<file path="src/rtl/kvt_pkg.sv">
`timescale 1ns / 1ps
// ============================================================================
// kvt_pkg
// Shared types and constants for the key/value text tokeniser.
// ============================================================================
package kvt_pkg;

    // token category codes
    typedef enum logic [3:0] {
        CAT_EOF    = 4'd0,
        CAT_KEY    = 4'd1,
        CAT_NULL   = 4'd2,
        CAT_STRING = 4'd3,
        CAT_CHAR   = 4'd4,
        CAT_INT    = 4'd5,
        CAT_FLOAT  = 4'd6,
        CAT_DOUBLE = 4'd7,
        CAT_BOOL   = 4'd8,
        CAT_LBRACK = 4'd9,
        CAT_RBRACK = 4'd10,
        CAT_SEMI   = 4'd11,
        CAT_COLON  = 4'd12,
        CAT_COMMA  = 4'd13
    } cat_e;

    // error codes
    typedef enum logic [2:0] {
        ERR_NONE          = 3'd0,
        ERR_INVALID_CHAR  = 3'd1,
        ERR_STR_UNCLOSED  = 3'd2,
        ERR_CHAR_UNCLOSED = 3'd3,
        ERR_BAD_ESCAPE    = 3'd4,
        ERR_DOUBLE_DOT    = 3'd5
    } err_e;

    // one result word
    typedef struct packed {
        cat_e        category;
        err_e        error_code;
        logic [15:0] line_number;
        logic [15:0] start_column;
        logic [11:0] token_length;
        logic        end_of_text;
        logic        end_of_run;
    } result_t;

    // character class flags of one byte
    typedef struct packed {
        logic space;    // space, tab, CR or LF
        logic newline;
        logic hash;
        logic alpha;
        logic digit;
        logic under;
        logic delim;
        cat_e delim_cat;
        logic dquote;
        logic squote;
        logic bslash;
        logic dot;
        logic minus;
        logic suffix_f;
        logic suffix_d;
    } class_t;

    localparam logic [7:0] CH_TAB    = 8'h09;
    localparam logic [7:0] CH_LF     = 8'h0A;
    localparam logic [7:0] CH_CR     = 8'h0D;
    localparam logic [7:0] CH_SPACE  = 8'h20;
    localparam logic [7:0] CH_DQUOTE = 8'h22;
    localparam logic [7:0] CH_HASH   = 8'h23;
    localparam logic [7:0] CH_SQUOTE = 8'h27;
    localparam logic [7:0] CH_COMMA  = 8'h2C;
    localparam logic [7:0] CH_MINUS  = 8'h2D;
    localparam logic [7:0] CH_DOT    = 8'h2E;
    localparam logic [7:0] CH_COLON  = 8'h3A;
    localparam logic [7:0] CH_SEMI   = 8'h3B;
    localparam logic [7:0] CH_LBRACK = 8'h5B;
    localparam logic [7:0] CH_BSLASH = 8'h5C;
    localparam logic [7:0] CH_RBRACK = 8'h5D;
    localparam logic [7:0] CH_UNDER  = 8'h5F;

    // keyword spellings, one character per index
    function automatic logic [7:0] kw_true_char(input logic [1:0] i);
        logic [7:0] c;
        case (i)
            2'd0:    c = "t";
            2'd1:    c = "r";
            2'd2:    c = "u";
            default: c = "e";
        endcase
        return c;
    endfunction

    function automatic logic [7:0] kw_false_char(input logic [2:0] i);
        logic [7:0] c;
        case (i)
            3'd0:    c = "f";
            3'd1:    c = "a";
            3'd2:    c = "l";
            3'd3:    c = "s";
            default: c = "e";
        endcase
        return c;
    endfunction

    function automatic logic [7:0] kw_null_char(input logic [1:0] i);
        logic [7:0] c;
        case (i)
            2'd0:    c = "n";
            2'd1:    c = "u";
            default: c = "l";
        endcase
        return c;
    endfunction

endpackage

</file>
<file path="src/rtl/kvt_classify.sv">
`timescale 1ns / 1ps
// ============================================================================
// kvt_classify
// Decodes one text byte into character class flags.
// ============================================================================
module kvt_classify (
    input  logic [7:0]      text_byte,
    output kvt_pkg::class_t cls
);

    always_comb begin
        cls = '0;
        cls.newline  = (text_byte == kvt_pkg::CH_LF);
        cls.space    = (text_byte == kvt_pkg::CH_SPACE) || (text_byte == kvt_pkg::CH_TAB) ||
                       (text_byte == kvt_pkg::CH_CR)    || (text_byte == kvt_pkg::CH_LF);
        cls.hash     = (text_byte == kvt_pkg::CH_HASH);
        cls.alpha    = ((text_byte >= "a") && (text_byte <= "z")) ||
                       ((text_byte >= "A") && (text_byte <= "Z"));
        cls.digit    = (text_byte >= "0") && (text_byte <= "9");
        cls.under    = (text_byte == kvt_pkg::CH_UNDER);
        cls.dquote   = (text_byte == kvt_pkg::CH_DQUOTE);
        cls.squote   = (text_byte == kvt_pkg::CH_SQUOTE);
        cls.bslash   = (text_byte == kvt_pkg::CH_BSLASH);
        cls.dot      = (text_byte == kvt_pkg::CH_DOT);
        cls.minus    = (text_byte == kvt_pkg::CH_MINUS);
        cls.suffix_f = (text_byte == "f") || (text_byte == "F");
        cls.suffix_d = (text_byte == "d") || (text_byte == "D");

        cls.delim     = 1'b1;
        cls.delim_cat = kvt_pkg::CAT_EOF;
        unique case (text_byte)
            kvt_pkg::CH_LBRACK: cls.delim_cat = kvt_pkg::CAT_LBRACK;
            kvt_pkg::CH_RBRACK: cls.delim_cat = kvt_pkg::CAT_RBRACK;
            kvt_pkg::CH_SEMI:   cls.delim_cat = kvt_pkg::CAT_SEMI;
            kvt_pkg::CH_COLON:  cls.delim_cat = kvt_pkg::CAT_COLON;
            kvt_pkg::CH_COMMA:  cls.delim_cat = kvt_pkg::CAT_COMMA;
            default:            cls.delim     = 1'b0;
        endcase
    end

endmodule

</file>
<file path="src/rtl/kvt_scan.sv">
`timescale 1ns / 1ps
// ============================================================================
// kvt_scan
// Scanner state and the per-byte step: next state plus up to three results.
// ============================================================================
module kvt_scan #(
    parameter int POSITION_BITS    = 16,
    parameter int MAX_TOKEN_LENGTH = 4095,
    parameter int CW               = 12
) (
    input  logic                      aclk,
    input  logic                      aresetn,
    input  logic                      commit,
    input  logic [7:0]                text_byte,
    input  logic                      final_byte,
    input  kvt_pkg::class_t           cls,
    output kvt_pkg::result_t [2:0]    res_out,
    output logic [1:0]                res_count
);

    localparam int PB = POSITION_BITS;

    typedef enum logic [2:0] {
        M_IDLE       = 3'd0,
        M_COMMENT    = 3'd1,
        M_KEY        = 3'd2,
        M_STRING     = 3'd3,
        M_CHAR_OPEN  = 3'd4,
        M_CHAR_ESC   = 3'd5,
        M_CHAR_CLOSE = 3'd6,
        M_NUMBER     = 3'd7
    } mode_e;

    typedef struct packed {
        mode_e          mode;
        logic [PB-1:0]  line;
        logic [PB-1:0]  col;
        logic [PB-1:0]  tstart;
        logic [CW-1:0]  cnt;
        logic           prev_bs;
        logic [2:0]     nflags;   // bit0 dot, bit1 f, bit2 d
        logic [2:0]     kw;       // bit0 true, bit1 false, bit2 null
        logic           halted;
    } scan_state_t;

    scan_state_t st_reg;
    scan_state_t st_next;

    function automatic scan_state_t rst_state();
        scan_state_t q;
        q         = '0;
        q.mode    = M_IDLE;
        q.line    = PB'(1);
        return q;
    endfunction

    function automatic logic [15:0] clip_pos(input logic [PB-1:0] v);
        logic [PB+15:0] w;
        w = {16'd0, v};
        if (w > (PB+16)'(16'hFFFF)) return 16'hFFFF;
        return w[15:0];
    endfunction

    function automatic logic [11:0] clip_len(input logic [CW-1:0] v);
        logic [CW+11:0] w;
        w = {12'd0, v};
        if (w > (CW+12)'(4095)) return 12'hFFF;
        return w[11:0];
    endfunction

    function automatic kvt_pkg::result_t mk_res(input kvt_pkg::cat_e cat,
                                                input kvt_pkg::err_e e,
                                                input logic eof_pos,
                                                input scan_state_t s);
        kvt_pkg::result_t q;
        logic             is_err;
        is_err         = (e != kvt_pkg::ERR_NONE);
        q.category     = cat;
        q.error_code   = e;
        q.line_number  = eof_pos ? 16'd0 : clip_pos(s.line);
        q.start_column = eof_pos ? 16'd0 : clip_pos(is_err ? s.col : s.tstart);
        q.token_length = (is_err || eof_pos) ? 12'd0 : clip_len(s.cnt);
        q.end_of_text  = eof_pos || is_err;
        q.end_of_run   = 1'b0;
        return q;
    endfunction

    function automatic kvt_pkg::cat_e key_cat(input scan_state_t s);
        if ((s.cnt == CW'(4)) && s.kw[0]) return kvt_pkg::CAT_BOOL;
        if ((s.cnt == CW'(5)) && s.kw[1]) return kvt_pkg::CAT_BOOL;
        if ((s.cnt == CW'(4)) && s.kw[2]) return kvt_pkg::CAT_NULL;
        return kvt_pkg::CAT_KEY;
    endfunction

    function automatic kvt_pkg::cat_e num_cat(input logic [2:0] f);
        if (f[1]) return kvt_pkg::CAT_FLOAT;
        if (f[0] || f[2]) return kvt_pkg::CAT_DOUBLE;
        return kvt_pkg::CAT_INT;
    endfunction

    always_comb begin
        scan_state_t            s;
        kvt_pkg::result_t [2:0] r;
        logic [1:0]             n;
        kvt_pkg::err_e          err;
        logic                   again;

        s     = st_reg;
        r     = '0;
        n     = 2'd0;
        err   = kvt_pkg::ERR_NONE;
        again = 1'b0;

        if (st_reg.halted) begin
            if (final_byte) begin
                s = rst_state();
            end
        end else begin
            if (s.col != {PB{1'b1}}) begin
                s.col = s.col + PB'(1);
            end

            // first look at the byte in the open token's mode
            unique case (st_reg.mode)
                M_IDLE: begin
                end
                M_COMMENT: begin
                    if (cls.newline) begin
                        if (s.line != {PB{1'b1}}) s.line = s.line + PB'(1);
                        s.col  = '0;
                        s.mode = M_IDLE;
                    end
                end
                M_KEY: begin
                    if (cls.alpha || cls.digit || cls.under) begin
                        if (!((s.cnt < CW'(4)) && (text_byte == kvt_pkg::kw_true_char(s.cnt[1:0]))))
                            s.kw[0] = 1'b0;
                        if (!((s.cnt < CW'(5)) && (text_byte == kvt_pkg::kw_false_char(s.cnt[2:0]))))
                            s.kw[1] = 1'b0;
                        if (!((s.cnt < CW'(4)) && (text_byte == kvt_pkg::kw_null_char(s.cnt[1:0]))))
                            s.kw[2] = 1'b0;
                        if (s.cnt < CW'(MAX_TOKEN_LENGTH)) s.cnt = s.cnt + CW'(1);
                    end else begin
                        r[n]   = mk_res(key_cat(s), kvt_pkg::ERR_NONE, 1'b0, s);
                        n      = n + 2'd1;
                        s.mode = M_IDLE;
                        again  = 1'b1;
                    end
                end
                M_STRING: begin
                    if (s.cnt < CW'(MAX_TOKEN_LENGTH)) s.cnt = s.cnt + CW'(1);
                    if (cls.dquote && !s.prev_bs) begin
                        r[n]   = mk_res(kvt_pkg::CAT_STRING, kvt_pkg::ERR_NONE, 1'b0, s);
                        n      = n + 2'd1;
                        s.mode = M_IDLE;
                    end else begin
                        s.prev_bs = cls.bslash;
                    end
                end
                M_CHAR_OPEN: begin
                    if (s.cnt < CW'(MAX_TOKEN_LENGTH)) s.cnt = s.cnt + CW'(1);
                    s.mode = cls.bslash ? M_CHAR_ESC : M_CHAR_CLOSE;
                end
                M_CHAR_ESC: begin
                    if (cls.squote) begin
                        if (s.cnt < CW'(MAX_TOKEN_LENGTH)) s.cnt = s.cnt + CW'(1);
                        s.mode = M_CHAR_CLOSE;
                    end else begin
                        err = kvt_pkg::ERR_BAD_ESCAPE;
                    end
                end
                M_CHAR_CLOSE: begin
                    if (cls.squote) begin
                        if (s.cnt < CW'(MAX_TOKEN_LENGTH)) s.cnt = s.cnt + CW'(1);
                        r[n]   = mk_res(kvt_pkg::CAT_CHAR, kvt_pkg::ERR_NONE, 1'b0, s);
                        n      = n + 2'd1;
                        s.mode = M_IDLE;
                    end else begin
                        err = kvt_pkg::ERR_CHAR_UNCLOSED;
                    end
                end
                M_NUMBER: begin
                    if (cls.digit) begin
                        if (s.cnt < CW'(MAX_TOKEN_LENGTH)) s.cnt = s.cnt + CW'(1);
                    end else if (cls.dot) begin
                        if (s.nflags[0]) begin
                            err = kvt_pkg::ERR_DOUBLE_DOT;
                        end else begin
                            s.nflags[0] = 1'b1;
                            if (s.cnt < CW'(MAX_TOKEN_LENGTH)) s.cnt = s.cnt + CW'(1);
                        end
                    end else if (cls.suffix_f || cls.suffix_d) begin
                        if (cls.suffix_f) s.nflags[1] = 1'b1;
                        else              s.nflags[2] = 1'b1;
                        if (s.cnt < CW'(MAX_TOKEN_LENGTH)) s.cnt = s.cnt + CW'(1);
                        r[n]   = mk_res(num_cat(s.nflags), kvt_pkg::ERR_NONE, 1'b0, s);
                        n      = n + 2'd1;
                        s.mode = M_IDLE;
                    end else begin
                        r[n]   = mk_res(num_cat(s.nflags), kvt_pkg::ERR_NONE, 1'b0, s);
                        n      = n + 2'd1;
                        s.mode = M_IDLE;
                        again  = 1'b1;
                    end
                end
            endcase

            // idle: the byte opens a token (or a terminator is judged again)
            if ((st_reg.mode == M_IDLE) || again) begin
                if (cls.space) begin
                    if (cls.newline) begin
                        if (s.line != {PB{1'b1}}) s.line = s.line + PB'(1);
                        s.col = '0;
                    end
                end else if (cls.hash) begin
                    s.mode = M_COMMENT;
                end else if (cls.alpha || cls.under || cls.delim || cls.dquote ||
                             cls.squote || cls.digit || cls.dot || cls.minus) begin
                    s.tstart  = s.col;
                    s.cnt     = CW'(1);
                    s.prev_bs = 1'b0;
                    s.nflags  = 3'b000;
                    s.kw      = 3'b000;
                    if (cls.alpha || cls.under) begin
                        s.mode = M_KEY;
                        s.kw   = {text_byte == kvt_pkg::kw_null_char(2'd0),
                                  text_byte == kvt_pkg::kw_false_char(3'd0),
                                  text_byte == kvt_pkg::kw_true_char(2'd0)};
                    end else if (cls.delim) begin
                        s.mode = M_IDLE;
                        r[n]   = mk_res(cls.delim_cat, kvt_pkg::ERR_NONE, 1'b0, s);
                        n      = n + 2'd1;
                    end else if (cls.dquote) begin
                        s.mode = M_STRING;
                    end else if (cls.squote) begin
                        s.mode = M_CHAR_OPEN;
                    end else begin
                        s.mode      = M_NUMBER;
                        s.nflags[0] = cls.dot;
                    end
                end else begin
                    err = kvt_pkg::ERR_INVALID_CHAR;
                end
            end

            // end of text: flush an open key or number, then EOF or an error
            if ((err == kvt_pkg::ERR_NONE) && final_byte) begin
                unique case (s.mode) inside
                    M_KEY: begin
                        r[n] = mk_res(key_cat(s), kvt_pkg::ERR_NONE, 1'b0, s);
                        n    = n + 2'd1;
                    end
                    M_NUMBER: begin
                        r[n] = mk_res(num_cat(s.nflags), kvt_pkg::ERR_NONE, 1'b0, s);
                        n    = n + 2'd1;
                    end
                    M_STRING: err = kvt_pkg::ERR_STR_UNCLOSED;
                    M_CHAR_OPEN, M_CHAR_ESC, M_CHAR_CLOSE: err = kvt_pkg::ERR_CHAR_UNCLOSED;
                    default: begin
                    end
                endcase
                if (err == kvt_pkg::ERR_NONE) begin
                    r[n] = mk_res(kvt_pkg::CAT_EOF, kvt_pkg::ERR_NONE, 1'b1, s);
                    n    = n + 2'd1;
                end
            end
            if (err != kvt_pkg::ERR_NONE) begin
                r[n]     = mk_res(kvt_pkg::CAT_EOF, err, 1'b0, s);
                n        = n + 2'd1;
                s.halted = 1'b1;
            end
            if (final_byte) begin
                s = rst_state();
            end
            if (n != 2'd0) begin
                r[n - 2'd1].end_of_run = 1'b1;
            end
        end

        st_next   = s;
        res_out   = r;
        res_count = n;
    end

    always_ff @(posedge aclk) begin
        if (!aresetn) begin
            st_reg <= rst_state();
        end else if (commit) begin
            st_reg <= st_next;
        end
    end

endmodule

</file>
<file path="src/rtl/kvt_outbuf.sv">
`timescale 1ns / 1ps
// ============================================================================
// kvt_outbuf
// Holds one byte's result words; one leaves per cycle while m_ready is high.
// ============================================================================
module kvt_outbuf (
    input  logic                   aclk,
    input  logic                   aresetn,
    input  logic                   load,
    input  logic [1:0]             load_count,
    input  kvt_pkg::result_t [2:0] load_res,
    output logic                   free,
    output logic                   m_valid,
    input  logic                   m_ready,
    output kvt_pkg::result_t       m_res
);

    kvt_pkg::result_t bnd_reg [3];
    logic [1:0]       left_reg;
    logic [1:0]       idx_reg;

    assign m_valid = (left_reg != 2'd0);
    assign m_res   = bnd_reg[idx_reg];
    // room once the last held word leaves this cycle
    assign free    = (left_reg == 2'd0) || ((left_reg == 2'd1) && m_ready);

    always_ff @(posedge aclk) begin
        if (!aresetn) begin
            left_reg <= 2'd0;
            idx_reg  <= 2'd0;
        end else if (load) begin
            left_reg <= load_count;
            idx_reg  <= 2'd0;
        end else if (m_valid && m_ready) begin
            left_reg <= left_reg - 2'd1;
            idx_reg  <= idx_reg + 2'd1;
        end
    end

    always_ff @(posedge aclk) begin
        if (load) begin
            bnd_reg[0] <= load_res[0];
            bnd_reg[1] <= load_res[1];
            bnd_reg[2] <= load_res[2];
        end
    end

endmodule

</file>
<file path="src/rtl/key_value_text_tokenizer.sv">
`timescale 1ns / 1ps
// ============================================================================
// key_value_text_tokenizer
// Streaming lexer for a key/value text format: one byte in, zero to three
// token words out.
// ============================================================================
//
//  channel | dir | handshake       | payload
//  --------+-----+-----------------+-------------------------------------------
//  s_      | in  | s_valid/s_ready | s_text_byte, s_final_byte
//  m_      | out | m_valid/m_ready | seven token fields, m_category..m_end_of_run
//
//  Input register, class decode, scanner step; one byte per cycle unless stalled.
//  A taken byte sits in the input register until the buffer takes its words.
//  A byte giving k words loads them into a three-word buffer.
//  Any byte waits while two or more words are held, or one is and m_ready is low.
//  s_ready comes from a skid register and never follows m_ready in the same cycle.
//  Reset (aresetn low, synchronous): line 1, column 0, idle, all stages empty.
//
module key_value_text_tokenizer #(
    parameter int MAX_TOKEN_LENGTH = 4095,
    parameter int POSITION_BITS    = 16
) (
    input  logic        aclk,
    input  logic        aresetn,

    input  logic        s_valid,
    output logic        s_ready,
    input  logic [7:0]  s_text_byte,
    input  logic        s_final_byte,

    output logic        m_valid,
    input  logic        m_ready,
    output logic [3:0]  m_category,
    output logic [2:0]  m_error_code,
    output logic [15:0] m_line_number,
    output logic [15:0] m_start_column,
    output logic [11:0] m_token_length,
    output logic        m_end_of_text,
    output logic        m_end_of_run
);

    // token length counter must hold MAX_TOKEN_LENGTH itself
    localparam int CW = $clog2(MAX_TOKEN_LENGTH + 1);

    // input register and skid register
    logic       a_valid_reg, a_valid_next;
    logic [7:0] a_byte_reg,  a_byte_next;
    logic       a_fin_reg,   a_fin_next;
    logic       skid_valid_reg, skid_valid_next;
    logic [7:0] skid_byte_reg,  skid_byte_next;
    logic       skid_fin_reg,   skid_fin_next;

    logic                   take;
    logic                   commit;
    logic                   buf_free;
    kvt_pkg::class_t        cls;
    kvt_pkg::result_t [2:0] step_res;
    logic [1:0]             step_count;
    kvt_pkg::result_t       out_res;

    assign s_ready = !skid_valid_reg;
    assign take    = s_valid && s_ready;
    // a byte is scanned once the result buffer can take all its words
    assign commit  = a_valid_reg && buf_free;

    always_comb begin
        a_valid_next    = a_valid_reg;
        a_byte_next     = a_byte_reg;
        a_fin_next      = a_fin_reg;
        skid_valid_next = skid_valid_reg;
        skid_byte_next  = skid_byte_reg;
        skid_fin_next   = skid_fin_reg;
        if (!a_valid_reg || commit) begin
            if (skid_valid_reg) begin
                a_valid_next    = 1'b1;
                a_byte_next     = skid_byte_reg;
                a_fin_next      = skid_fin_reg;
                skid_valid_next = 1'b0;
            end else begin
                a_valid_next = take;
                a_byte_next  = s_text_byte;
                a_fin_next   = s_final_byte;
            end
        end else if (take) begin
            // input register stalled: park the word
            skid_valid_next = 1'b1;
            skid_byte_next  = s_text_byte;
            skid_fin_next   = s_final_byte;
        end
    end

    always_ff @(posedge aclk) begin
        if (!aresetn) begin
            a_valid_reg    <= 1'b0;
            skid_valid_reg <= 1'b0;
        end else begin
            a_valid_reg    <= a_valid_next;
            skid_valid_reg <= skid_valid_next;
        end
    end

    always_ff @(posedge aclk) begin
        a_byte_reg    <= a_byte_next;
        a_fin_reg     <= a_fin_next;
        skid_byte_reg <= skid_byte_next;
        skid_fin_reg  <= skid_fin_next;
    end

    kvt_classify u_classify (
        .text_byte (a_byte_reg),
        .cls       (cls)
    );

    kvt_scan #(
        .POSITION_BITS    (POSITION_BITS),
        .MAX_TOKEN_LENGTH (MAX_TOKEN_LENGTH),
        .CW               (CW)
    ) u_scan (
        .aclk       (aclk),
        .aresetn    (aresetn),
        .commit     (commit),
        .text_byte  (a_byte_reg),
        .final_byte (a_fin_reg),
        .cls        (cls),
        .res_out    (step_res),
        .res_count  (step_count)
    );

    kvt_outbuf u_outbuf (
        .aclk       (aclk),
        .aresetn    (aresetn),
        .load       (commit),
        .load_count (step_count),
        .load_res   (step_res),
        .free       (buf_free),
        .m_valid    (m_valid),
        .m_ready    (m_ready),
        .m_res      (out_res)
    );

    assign m_category     = out_res.category;
    assign m_error_code   = out_res.error_code;
    assign m_line_number  = out_res.line_number;
    assign m_start_column = out_res.start_column;
    assign m_token_length = out_res.token_length;
    assign m_end_of_text  = out_res.end_of_text;
    assign m_end_of_run   = out_res.end_of_run;

    // EOF and error words always close their byte's run
    a_eot_closes_run: assert property (@(posedge aclk) disable iff (!aresetn)
        m_valid && m_end_of_text |-> m_end_of_run)
        else $error("end_of_text word not last of its run");

    // error words carry no category and no length
    a_err_shape: assert property (@(posedge aclk) disable iff (!aresetn)
        m_valid && (m_error_code != kvt_pkg::ERR_NONE) |->
            (m_category == kvt_pkg::CAT_EOF) && (m_token_length == 12'd0) && m_end_of_text)
        else $error("malformed error word");

    // real tokens always sit at line and column 1 or later, with nonzero length
    a_token_pos: assert property (@(posedge aclk) disable iff (!aresetn)
        m_valid && (m_category != kvt_pkg::CAT_EOF) |->
            (m_line_number != 16'd0) && (m_start_column != 16'd0) && (m_token_length != 12'd0))
        else $error("token with zero position or length");

    // skid only fills behind a held input register
    a_skid_behind: assert property (@(posedge aclk) disable iff (!aresetn)
        skid_valid_reg |-> a_valid_reg)
        else $error("skid register full with input register empty");

endmodule

</file>
<file path="config.mk">
export PLATFORM = sky130hd
export DESIGN_NAME = key_value_text_tokenizer
export DESIGN_NICKNAME = d
export VERILOG_FILES = /design/src/rtl/kvt_pkg.sv /design/src/rtl/kvt_classify.sv /design/src/rtl/kvt_scan.sv /design/src/rtl/kvt_outbuf.sv /design/src/rtl/key_value_text_tokenizer.sv
export SDC_FILE = /design/constraint.sdc
export NUM_CORES = 1
export LEC_CHECK = 0
export ABC_AREA = 1
export CAP_MARGIN = 30
export CELL_PAD_IN_SITES_DETAIL_PLACEMENT = 0
export CELL_PAD_IN_SITES_GLOBAL_PLACEMENT = 2
export CORE_MARGIN = 5
export CORE_UTILIZATION = 40
export CTS_CLUSTER_SIZE = 10
export DETAILED_ROUTE_END_ITERATION = 16
export DONT_BUFFER_PORTS = 1
export GPL_TIMING_DRIVEN = 0
export HOLD_SLACK_MARGIN = 0.12
export PLACE_DENSITY = 0.91
export SETUP_SLACK_MARGIN = 0.15
export SLEW_MARGIN = 20
export SYNTH_ARGS = -nofsm -noshare
export SYNTH_HDL_FRONTEND = slang
export SYNTH_SLANG_ARGS = --single-unit
</file>
<file path="constraint.sdc">
create_clock -name aclk -period 22.3 [get_ports aclk]
set_input_delay 2.23 -clock aclk [delete_from_list [all_inputs] [get_ports aclk]]
set_output_delay 2.23 -clock aclk [all_outputs]
set_load 0.02 [all_outputs]
</file>
### Word-level counts from Yosys, hierarchy flattened

Memories as Yosys holds them, arrays and structs flattened. A register that Yosys moved wholly into a read port is not among the register bits.
Cells that the tools add are included.

| word-level totals | value |
|---|---|
| logic and storage cells | 446 |
| memories | 1 |
| input bits | 13 |
| memory bits (writable) | 159 |
| output and inout port bits | 55 |
| bits in registers | 95 |

| operators by class | value |
|---|---|
| reductions and logical operators | 67 |
| equality and inequality tests | 52 |
| $lt $le $gt $ge | 19 |
| muxes and demuxes | 274 |
| bitwise logic cells | 5 |
| add/subtract/negate cells | 11 |

Memories:

| name | words | bits a word | read ports | clocked after Yosys merged registers in | wr ports | RTL line | RTL |
|---|---|---|---|---|---|---|---|
| u_outbuf.bnd_reg | 3 | 53 | 1 | 1 | 3 | kvt_outbuf.sv:18 | `kvt_pkg::result_t bnd_reg [3];` |

Operators with widths:

| cell | count |
|---|---|
| $mux 159 | 16 |
| $bwmux 159 | 5 |
| $demux 53 s2 | 5 |
| $mux 53 | 9 |
| $pmux 159 s2 | 1 |
| $mux 71 | 3 |
| $pmux 53 s4 | 1 |
| $and 156x156->156 | 1 |
| $not 156->156 | 1 |
| $mux 35 | 4 |
| $mux 70 | 2 |
| $mux 32 | 4 |
| $mux 4 | 30 |
| $mux 1 | 103 |
| $mux 12 | 8 |
| $mux 3 | 30 |
| $eq 8x7->1 const B | 10 |
| $mux 8 | 10 |
| $eq 8x6->1 const B | 9 |
| $mux 16 | 4 |
| $mux 2 | 27 |
| $mux 52 | 1 |
| $mux 51 | 1 |
| $add 16x1->16 const B | 3 |
| 44 further kinds | 140 |

### Depth between registers and ports, before layout

Gate-level depths: netlist of the first run.

| logic depth | value |
|---|---|
| word-level depth | 53 |
| mapped depth | 33 |
| depth with buffers taken out | 31 |

### Modules after synthesis

From an unflattened synthesis of the first run, not the netlist that was laid out.

| second synthesis, totals | value |
|---|---|
| cell total of the unflattened synthesis | 2507 |
| area, all modules | 18013.5 sq um |

Modules (own cells, without submodules):

| module | seq. area each (sq um) | instances | cells each | area an instance (sq um) |
|---|---|---|---|---|
| kvt_scan | 1421.4 | 1 | 1943 | 10395.0 |
| kvt_outbuf | 4894.7 | 1 | 435 | 6557.5 |
| key_value_text_tokenizer | 580.6 | 1 | 61 | 752.0 |
| kvt_classify | 0.0 | 1 | 68 | 309.0 |

### Least setup slack after synthesis of the first run

Ideal clock, no wire load.

| timing | value |
|---|---|
| kind | input to register |
| start point | input port m_ready |
| end point | register u_scan.st_reg[32] (netlist bit) |
| slack | 11.495 ns |
| buffers on the path | 2 |
| library setup time | 0.070 ns |
| cell stages on the path | 10 |
| arrival time | 10.735 ns |
| data required time | 22.230 ns |
| path through | a21oi_1 nor2_1 inv_1 nor2_1 inv_1 nor2_1 clkbuf_1 buf_1 nand2_1 a21oi_1 |

| between the ends | value |
|---|---|
| word-level cells in the longest chain between the ends | 4 |

RTL lines:

| element | RTL line | RTL |
|---|---|---|
| start, declared | key_value_text_tokenizer.sv:33 | `input logic m_ready,` |
| $logic_and 1x1->1 | kvt_outbuf.sv:25 | `assign free = (left_reg == 2'd0) \|\| ((left_reg == 2'd1) && m_ready);` |
| $logic_or 1x1->1 | kvt_outbuf.sv:25 |  |
| $logic_and 1x1->1 | key_value_text_tokenizer.sv:65 | `assign commit = a_valid_reg && buf_free;` |
| named net commit | key_value_text_tokenizer.sv:55 | `logic commit;` |
| $reduce_and 2->1 (no source line) | n/a |  |
| end signal, assigned | kvt_scan.sv:287 | `st_reg <= rst_state();` |
| end signal, assigned | kvt_scan.sv:289 | `st_reg <= st_next;` |
| end, declared | kvt_scan.sv:46 | `scan_state_t st_reg;` |

The timed path passes the listed nets, and every way through them passes these cells.
A chain may end at the register's enable or synchronous reset.

==> metrics.txt, run 1 <==
Clk Latency, worst-skew pair=0.55 ns; I/O Pins=68; hold-fix buffers at CTS=0; met2 Usage GRT=43.6%; Sw Pwr=around 1.1 mW; Die Span X=224 um; num rows=78; Clock Power Share=22.9%; Worst Min Path Start=u_scan.st_reg[22]$_SDFFE_PN0P_; Avg WL per Cell=between 20 and 25 um; Sequential Power Share=~30%; Power Total=2.29 mW; busiest layer in global routing=met2; drt drc=0; Synth area leaders=edfxtp_1 (29%), nand2_1 (15%), a21oi_1 (9.2%); vias in the first global route=around 17k; Critical Path Source Type=register; initial antenna violation count=0; met3 Usage GRT=8.57%; cts bufs inserted=34; final period utilization=27.7%; GRT Residual Overflow=0; RSZ-0062 raised after global routing=no; M1 GR Usage=43.0%; core region area=around 45000 um^2; CTS root buffer=clkbuf_16; DRT antenna net count=0; Inst Count DP=3333; Crit path required time=22.64 ns; Slew @ Worst Pin=between 0.9 and 1 ns; Max Buffers Root-to-Sink=3; Worst Hold Class=reg -> reg; min Tclk post-route=6.18 ns; post-CTS setup buffers=0; top cell type's share of synthesized area=29.0%; slowest CP cell=clkbuf_1; Slew headroom=between 30% and 40%; register area share after synthesis=37.6%; crit-path leading delay family=simple AND/OR/NAND/NOR gates; DR vias=19.2k; 1st-iter DRT viols=2214; Syn-to-layout area delta=10.8%; Max-cap violations=0; first-pass GRT wire length=113000 um; post-synthesis register bit count=256; maximum vdd drop=0.0755 mV; WL final=~78000 um; Final Skew=0.0324 ns; port bufs=0; Post-Synthesis Cell Area=18300 um^2; Initial Util=between 40% and 50%; Net Sw Frac=approximately 47%; Leakage=around 7.9 nW; post-route insts no fill=approximately 3.4k; routed vias/inst=5.66; ANT cells=0; final setup fails=0; post-CTS sizing=0; share of power burned in combinational logic=47.4%; post-detail-place hpwl=59300 um; Clock Sink Count=256; status=complete, no violations; CTS clk-pin slew, worst paths=0.05 ns; Syn Inst Count=2725; worst-path maximum fanout=10; pwr dens=113 nW/um^2; Total Routing Usage GR=between 20% and 30%; Synth area leader=edfxtp_1; average cell area after synthesis=around 6.7 um^2; Post-DP Area=between 15000 and 20000 um^2; DIE AREA=about 50000 um^2; Routability Congestion=a little under 1; Die Y=224 um; TritonRoute pass-1 iters=6; Worst Setup End Kind=register; # nets final=between 2k and 3k; largest net degree at the start of global routing=30; WP buf/inv=8; synth unique cells=62; Final Hold Viols=0; Worst Setup SP=a_byte_reg[4]$_DFFE_PP_; most frequent CP cell=nand2_1; post-synthesis net count=~2.8k; WS Path Type=reg -> reg; Critical R2R Launch=a_byte_reg[4]$_DFFE_PP_; max reg flops=roughly 160; Max Transition Viols Final=0; final instance area=20300 um^2; CTS tree=done; H-Tree Level Count=2; Slowest Stage Delay on Critical Path=0.61 ns; Achievable Freq=162 MHz; synth warn=0; Worst EP arrival=6.52 ns; setup TNS=0 ns; share of cells above drive strength 1=7.23%; Power Internal=1.22 mW
-- worst register-to-register path, delay by kind of cell (launching register included) --
kind / cells / cell delay, ns
simple gates: 14 / 1.98
buf+inv: 8 / 1.92
fa+ha+maj: 4 / 1.06
flops: 1 / 0.51
compound gates: 2 / 0.51
-- synthesized netlist by cell type, drive strengths merged --
| master | instances |
|---|---|
| nor3b | 3 |
| nand4 | 39 |
| a2bb2oi | 1 |
| nor4 | 9 |
| or2 | 3 |
| nand2 | 783 |
| a21oi | 338 |
| clkinv | 8 |
| clkbuf | 90 |
| o311ai | 2 |
| o41ai | 1 |
| o2111ai | 1 |
| nor3 | 47 |
| a221oi | 1 |
| nor2 | 359 |
| xor2 | 14 |
| a21boi | 8 |
| inv | 256 |
| nand3 | 161 |
| o221ai | 2 |
| xnor2 | 2 |
| o2bb2ai | 4 |
| o21a | 4 |
| buf | 44 |
| o21bai | 2 |
| a31oi | 7 |
| a22oi | 11 |
| dfxtp | 79 |
| nand3b | 4 |
| edfxtp | 177 |
| o22ai | 11 |
| ha | 22 |
| o21ai | 203 |
| o211ai | 17 |
| a211oi | 1 |
| and2 | 9 |
| o31ai | 2 |
-- area by class of cell --
| class | instances | area, um^2 |
|---|---|---|
| Fill cell | 4814 | 25100 |
| Multi-Input combinational cell | 2071 | 9830 |
| Sequential cell | 256 | 6900 |
| Inverter | 264 | 1000 |
| Clock buffer | 49 | 927 |
| Tap cell | 600 | 751 |
| Buffer | 134 | 618 |
| Timing Repair Buffer | 10 | 166 |
| Clock inverter | 10 | 123 |
-- worst paths after layout --
path                                                              end  cells after the start  slack, ns
worst max-delay path            u_outbuf.bnd_reg[1][50]$_SDFFCE_PP0P_                     28      16.12
worst min-delay path                   u_scan.st_reg[22]$_SDFFE_PN0P_                      2       0.47
worst max register to register  u_outbuf.bnd_reg[1][50]$_SDFFCE_PP0P_                     28      16.12
worst min register to register         u_scan.st_reg[22]$_SDFFE_PN0P_                      2       0.47
-- power groups by stage --
stage | Sequential [mW] | Clock (mW) | Combinational (mW)
final | 0.681 | 0.526 | 1.09
after global routing | 0.689 | 0.553 | 1.16
after CTS | 0.681 | 0.535 | 1.07
after detailed placement | 0.690 | 0 | 1.06
after global placement | 0.716 | 0 | 1.04
after floorplan | 0.698 | 0 | 0.698
-- metal layers --
layer	vias up	wire [um]	share of wire, %
li1	9156	-	-
met1	9067	35400	46
met2	871	32400	42
met3	125	7600	9.8
met4	2	2150	2.8
met5	-	48	0.062
-- placed cells by master (no fill, tap or decap), types with 8 or more instances in the layout --
cell / count
nand2_1: 747
a21oi_1: 338
nor2_1: 331
inv_1: 232
edfxtp_1: 177
o21ai_0: 169
nand3_1: 157
clkbuf_1: 102
dfxtp_1: 79
nor3_1: 44
nand4_1: 38
clkbuf_16: 34
o21ai_1: 30
buf_2: 26
nand2_2: 24
ha_1: 22
nor2_2: 21
inv_2: 21
o211ai_1: 17
xor2_1: 13
o22ai_1: 11
a22oi_1: 11
nand2_4: 10
buf_4: 9
nor4_1: 9
and2_1: 9
clkinv_1: 8
buf_6: 8
-- kinds of logic after synthesis --
logic type,Yosys count,share of synthesized area [%]
and+or+nand+nor,1417,33.3
buffers and inverters,398,8.83
AOI/OAI and AO/OA,616,18.0
xor gates and xnor gates,16,0.805
DFF,256,37.6
adders and majority gates,22,1.50
-- through the flow --
stage          worst slack [ns]  hold slack, ns  util (%)
6_report                  16.12           0.466      44.8
4_1_cts                   16.29           0.467      44.7
3_3_place_gp               6.46           0.452      42.1
2_1_floorplan             11.49           0.445         -
3_5_place_dp              16.29           0.458      42.4
5_1_grt                   15.81           0.484      44.8
Note: power is estimated with default switching activity, not from simulation.
==> run 2, diff against run 1 <==
--- a/config.mk
+++ b/config.mk
@@ -5,18 +5,18 @@
 export SDC_FILE = /design/constraint.sdc
 export NUM_CORES = 1
 export LEC_CHECK = 0
-export ABC_AREA = 1
+export ABC_AREA = 0
 export CAP_MARGIN = 30
 export CELL_PAD_IN_SITES_DETAIL_PLACEMENT = 0
 export CELL_PAD_IN_SITES_GLOBAL_PLACEMENT = 2
 export CORE_MARGIN = 5
-export CORE_UTILIZATION = 40
+export CORE_UTILIZATION = 41
 export CTS_CLUSTER_SIZE = 10
 export DETAILED_ROUTE_END_ITERATION = 16
 export DONT_BUFFER_PORTS = 1
 export GPL_TIMING_DRIVEN = 0
 export HOLD_SLACK_MARGIN = 0.12
-export PLACE_DENSITY = 0.91
+export PLACE_DENSITY = 0.85
 export SETUP_SLACK_MARGIN = 0.15
 export SLEW_MARGIN = 20
 export SYNTH_ARGS = -nofsm -noshare
==> constraint.sdc (replaced) <==
create_clock -name aclk -period 6.5 [get_ports aclk]
set_input_delay 0.65 -clock aclk [delete_from_list [all_inputs] [get_ports aclk]]
set_output_delay 0.65 -clock aclk [all_outputs]
set_load 0.02 [all_outputs]
==> metrics.txt, run 2 <==
status=complete, no violations (unchanged); WS Path Type=reg -> reg (unchanged); Synth area leader=edfxtp_1 (unchanged); largest net degree at the start of global routing=86 (was 30); TritonRoute pass-1 iters=5 (was 6); Slew @ Worst Pin=1.06 ns (was 0.970 ns); Total Routing Usage GR=25.8% (was 29.7%); vias in the first global route=14.1k (was 17.4k); Post-Synth Adder-Cell Area=1.68% (was 1.50%); initial antenna violation count=2 (was 0); Critical R2R Launch=a_byte_reg[4]$_DFFE_PP_ (unchanged); post-synthesis register bit count=256 (unchanged); Clk Latency, worst-skew pair=0.59 ns (was 0.55 ns); Achievable Freq=165 MHz (was 162 MHz); most common cell after layout, fill and taps aside=nor2_1 (was nand2_1); register area share after synthesis=42.2% (was 37.6%); final period utilization=93.4% (was 27.7%); port bufs=0 (unchanged); Initial Util=41.3% (was 40.4%); Worst Hold Class=in -> reg (was reg -> reg); Sequential Power Share=37.4% (was 29.7%); post-detail-place hpwl=45200 um (was 59300 um); Max Buffers Root-to-Sink=3 (unchanged); ANT cells=0 (unchanged); mux cell area share after synthesis=5.01% (was 0%); most frequent CP cell=clkbuf_1 (was nand2_1); WL final=59400 um (was 77500 um); Final Skew=0.0223 ns (was 0.0324 ns); crit-path cells=buf_6 > nor4_2 > and3_1 > o21ai_1 > o221a_1 > buf_6 > a22oi_2 > xnor2_1 > and2_1 > clkbuf_1 > nand2_1 > o21a_1 > ha_1 > mux2i_2 > ha_1 > o21ai_1 > clkbuf_1 > clkbuf_1 > nand3_1 > a21oi_1; flop2flop setup slack=0.43 ns (was 16.12 ns); Net Sw Frac=38.5% (was 46.8%); Clock Sink Count=256 (unchanged); Leakage=5.64 nW (was 7.91 nW); DR vias=15.0k (was 19.2k); Synth area leaders=edfxtp_1 (32%), dfxtp_1 (9.7%), nor2_1 (5.4%) (was edfxtp_1 (29%), nand2_1 (15%), a21oi_1 (9.2%)); RSZ-0062 raised after global routing=no (unchanged); flip-flop and latch area=6900 um^2 (unchanged); hold-fix buffers at CTS=0 (unchanged); Sw Pwr=2.15 mW (was 1.07 mW); I/O Pins=68 (unchanged); Commonest cells post-synth=nor2_1 (236), edfxtp_1 (177), nand2_1 (175) (was nand2_1 (747), a21oi_1 (338), nor2_1 (332)); worst-path maximum fanout=10 (unchanged); PnR worst setup slack=0.429 ns (was 16.12 ns); Power Internal=3.42 mW (was 1.22 mW); Synth Area in Compound Gates=22.2% (was 18.0%); 1st-iter DRT viols=1376 (was 2214); Worst Min Path Start=s_text_byte[4] (was u_scan.st_reg[22]$_SDFFE_PN0P_); H-Tree Level Count=1 (was 2); average cell area after synthesis=8.89 um^2 (was 6.73 um^2); post-synthesis net count=1875 (was 2760); Filler Cell Count=3890 (was 4814); num rows=73 (was 78); share of power burned in combinational logic=33.8% (was 47.4%); Worst Setup SP=a_byte_reg[4]$_DFFE_PP_ (unchanged); max reg flops=159 (unchanged); routed vias/inst=6.18 (was 5.66); maximum vdd drop=0.220 mV (was 0.0755 mV); GRT Residual Overflow=0 (unchanged); xor and xnor area share after synthesis=2.84% (was 0.805%); synth warn=0 (unchanged); Slowest Stage Delay on Critical Path=0.83 ns (was 0.61 ns); core region area=39600 um^2 (was 45400 um^2); CTS clk-pin slew, worst paths=0.06 ns (was 0.05 ns); Post-synth EDFFs=177 (unchanged); Post-Synth Simple-Gate Area=21.7% (was 33.3%); Power Total=5.57 mW (was 2.29 mW); Syn Inst Count=1840 (was 2725); pwr dens=307 nW/um^2 (was 113 nW/um^2); commonest cells after routing, fill and taps aside=nor2_1 (236), edfxtp_1 (177), nand2_1 (174), clkbuf_1 (113), o21ai_0 (111) (was nand2_1 (747), a21oi_1 (338), nor2_1 (331), inv_1 (232), edfxtp_1 (177)); Worst EP arrival=6.46 ns (was 6.52 ns); asr flop ratio synth=0% (unchanged); DRT antenna net count=0 (unchanged); Slew headroom=27.6% (was 35.3%); Die Span X=210 um (was 224 um); Crit path required time=6.89 ns (was 22.64 ns); first-pass GRT wire length=88700 um (was 113000 um); Syn-to-layout area delta=10.9% (was 10.8%); Final Core Density=45.8% (was 44.8%); synth unique cells=100 (was 62); top cell type's share of synthesized area=32.5% (was 29.0%); Main synth FF type=edfxtp_1 (unchanged); Critical Path Source Type=register (unchanged); Post-Place Setup Slack=-0.962 ns (was 16.29 ns); slowest CP cell=nor4_2 (was clkbuf_1); CTS root buffer=clkbuf_16 (unchanged); Multi-input gate area=8830 um^2 (was 9830 um^2); share of cells above drive strength 1=8.12% (was 7.23%); Avg WL per Cell=24.4 um (was 22.8 um); Clock Power Share=28.8% (was 22.9%); drt drc=0 (unchanged); final setup fails=0 (unchanged); cts bufs inserted=31 (was 34); Post-Synthesis Cell Area=16400 um^2 (was 18300 um^2); Die Y=210 um (was 224 um); top-count cell post-synth=nor2_1 (was nand2_1); Max Transition Viols Final=0 (unchanged); DIE AREA=44000 um^2 (was 50200 um^2); Routability Congestion=0.955 (was 0.960); combinational family with the most area after synthesis=compound AO/OA/AOI/OAI gates (was simple AND/OR/NAND/NOR gates); min Tclk post-route=6.07 ns (was 6.18 ns); CTS tree=done (unchanged); Worst Setup End Kind=register (unchanged); Final Hold Viols=0 (unchanged); setup TNS=0 ns (unchanged); Max-cap violations=0 (unchanged); # nets final=1919 (was 2806)
-- run 2: path summary, 6_finish.rpt --
| path | to | cells past startpoint |
|---|---|---|
| worst max register to register | u_outbuf.bnd_reg[2][28]$_SDFFCE_PP0P_ | 20 |
| worst min register to register | u_scan.st_reg[7]$_SDFFE_PN0P_ | 2 |
| worst min-delay path | skid_byte_reg[4]$_DFFE_PP_ | 0 |
| worst max-delay path | u_outbuf.bnd_reg[2][28]$_SDFFCE_PP0P_ | 20 |
-- run 2: cell type report --
cell class	count	area share, %
sequential	256	38.0
clock inverter	6	0.262
inverter	36	0.786
buffer	136	3.27
clock buffer	51	4.81
tap	525	3.62
timing repair buffer	11	0.566
multi-input combinational	1412	48.7
-- run 2: kinds of logic (layout without fill, tap and decap cells) --
family,count (synthesis),in the layout
flops,256,256
xor+xnor,53,53
compound gates,530,530
fa+ha+maj,22,22
mux,80,80
simple gates,727,727
buf+inv,172,240
-- run 2: power groups by stage --
stage	clock [mW]	combinational [mW]	sequential [mW]
final	1.60	1.88	2.08
after detailed placement	0	1.82	2.12
after CTS	1.63	1.85	2.08
after floorplan	0	1.25	2.13
after global placement	0	1.79	2.15
after global routing	1.70	2.01	2.10
-- run 2: repair_timing --
item                                    CTS  global route
endpoints found under the setup margin  135           110
setup buffers                             4             0
gates resized for setup                  12            12
pin swaps                                 1             0
-- run 2: metrics by stage --
stage          area [um^2]  cells  hold WS (ns)
6_report             18100   2433         0.157
5_1_grt              18100   2433         0.134
4_1_cts              18100   2431         0.130
3_5_place_dp         17100   2370         0.487
3_3_place_gp         17000   2365         0.471
2_1_floorplan        16400   1840         0.450
-- run 2: worst max-delay path, delay by kind of cell, from the launching register on --
family,cells,cell delay (ns)
XOR/XNOR,1,0.27
buffers and inverters,5,1.57
AND/OR/NAND/NOR,5,1.53
flip-flops,1,0.45
adder cells (fa/ha/maj),2,0.53
AO/OA/AOI/OAI,6,1.39
multiplexers,1,0.12
-- run 2: per-layer routing --
metal / track usage (%) / share of wire [%] / up-vias
met3: 5.16 / 8.3 / 123
met5: 0 / 0.015 / -
met2: 40.5 / 44 / 650
li1: - / - / 7016
met4: 8.53 / 3.6 / 2
met1: 36.0 / 44 / 7239
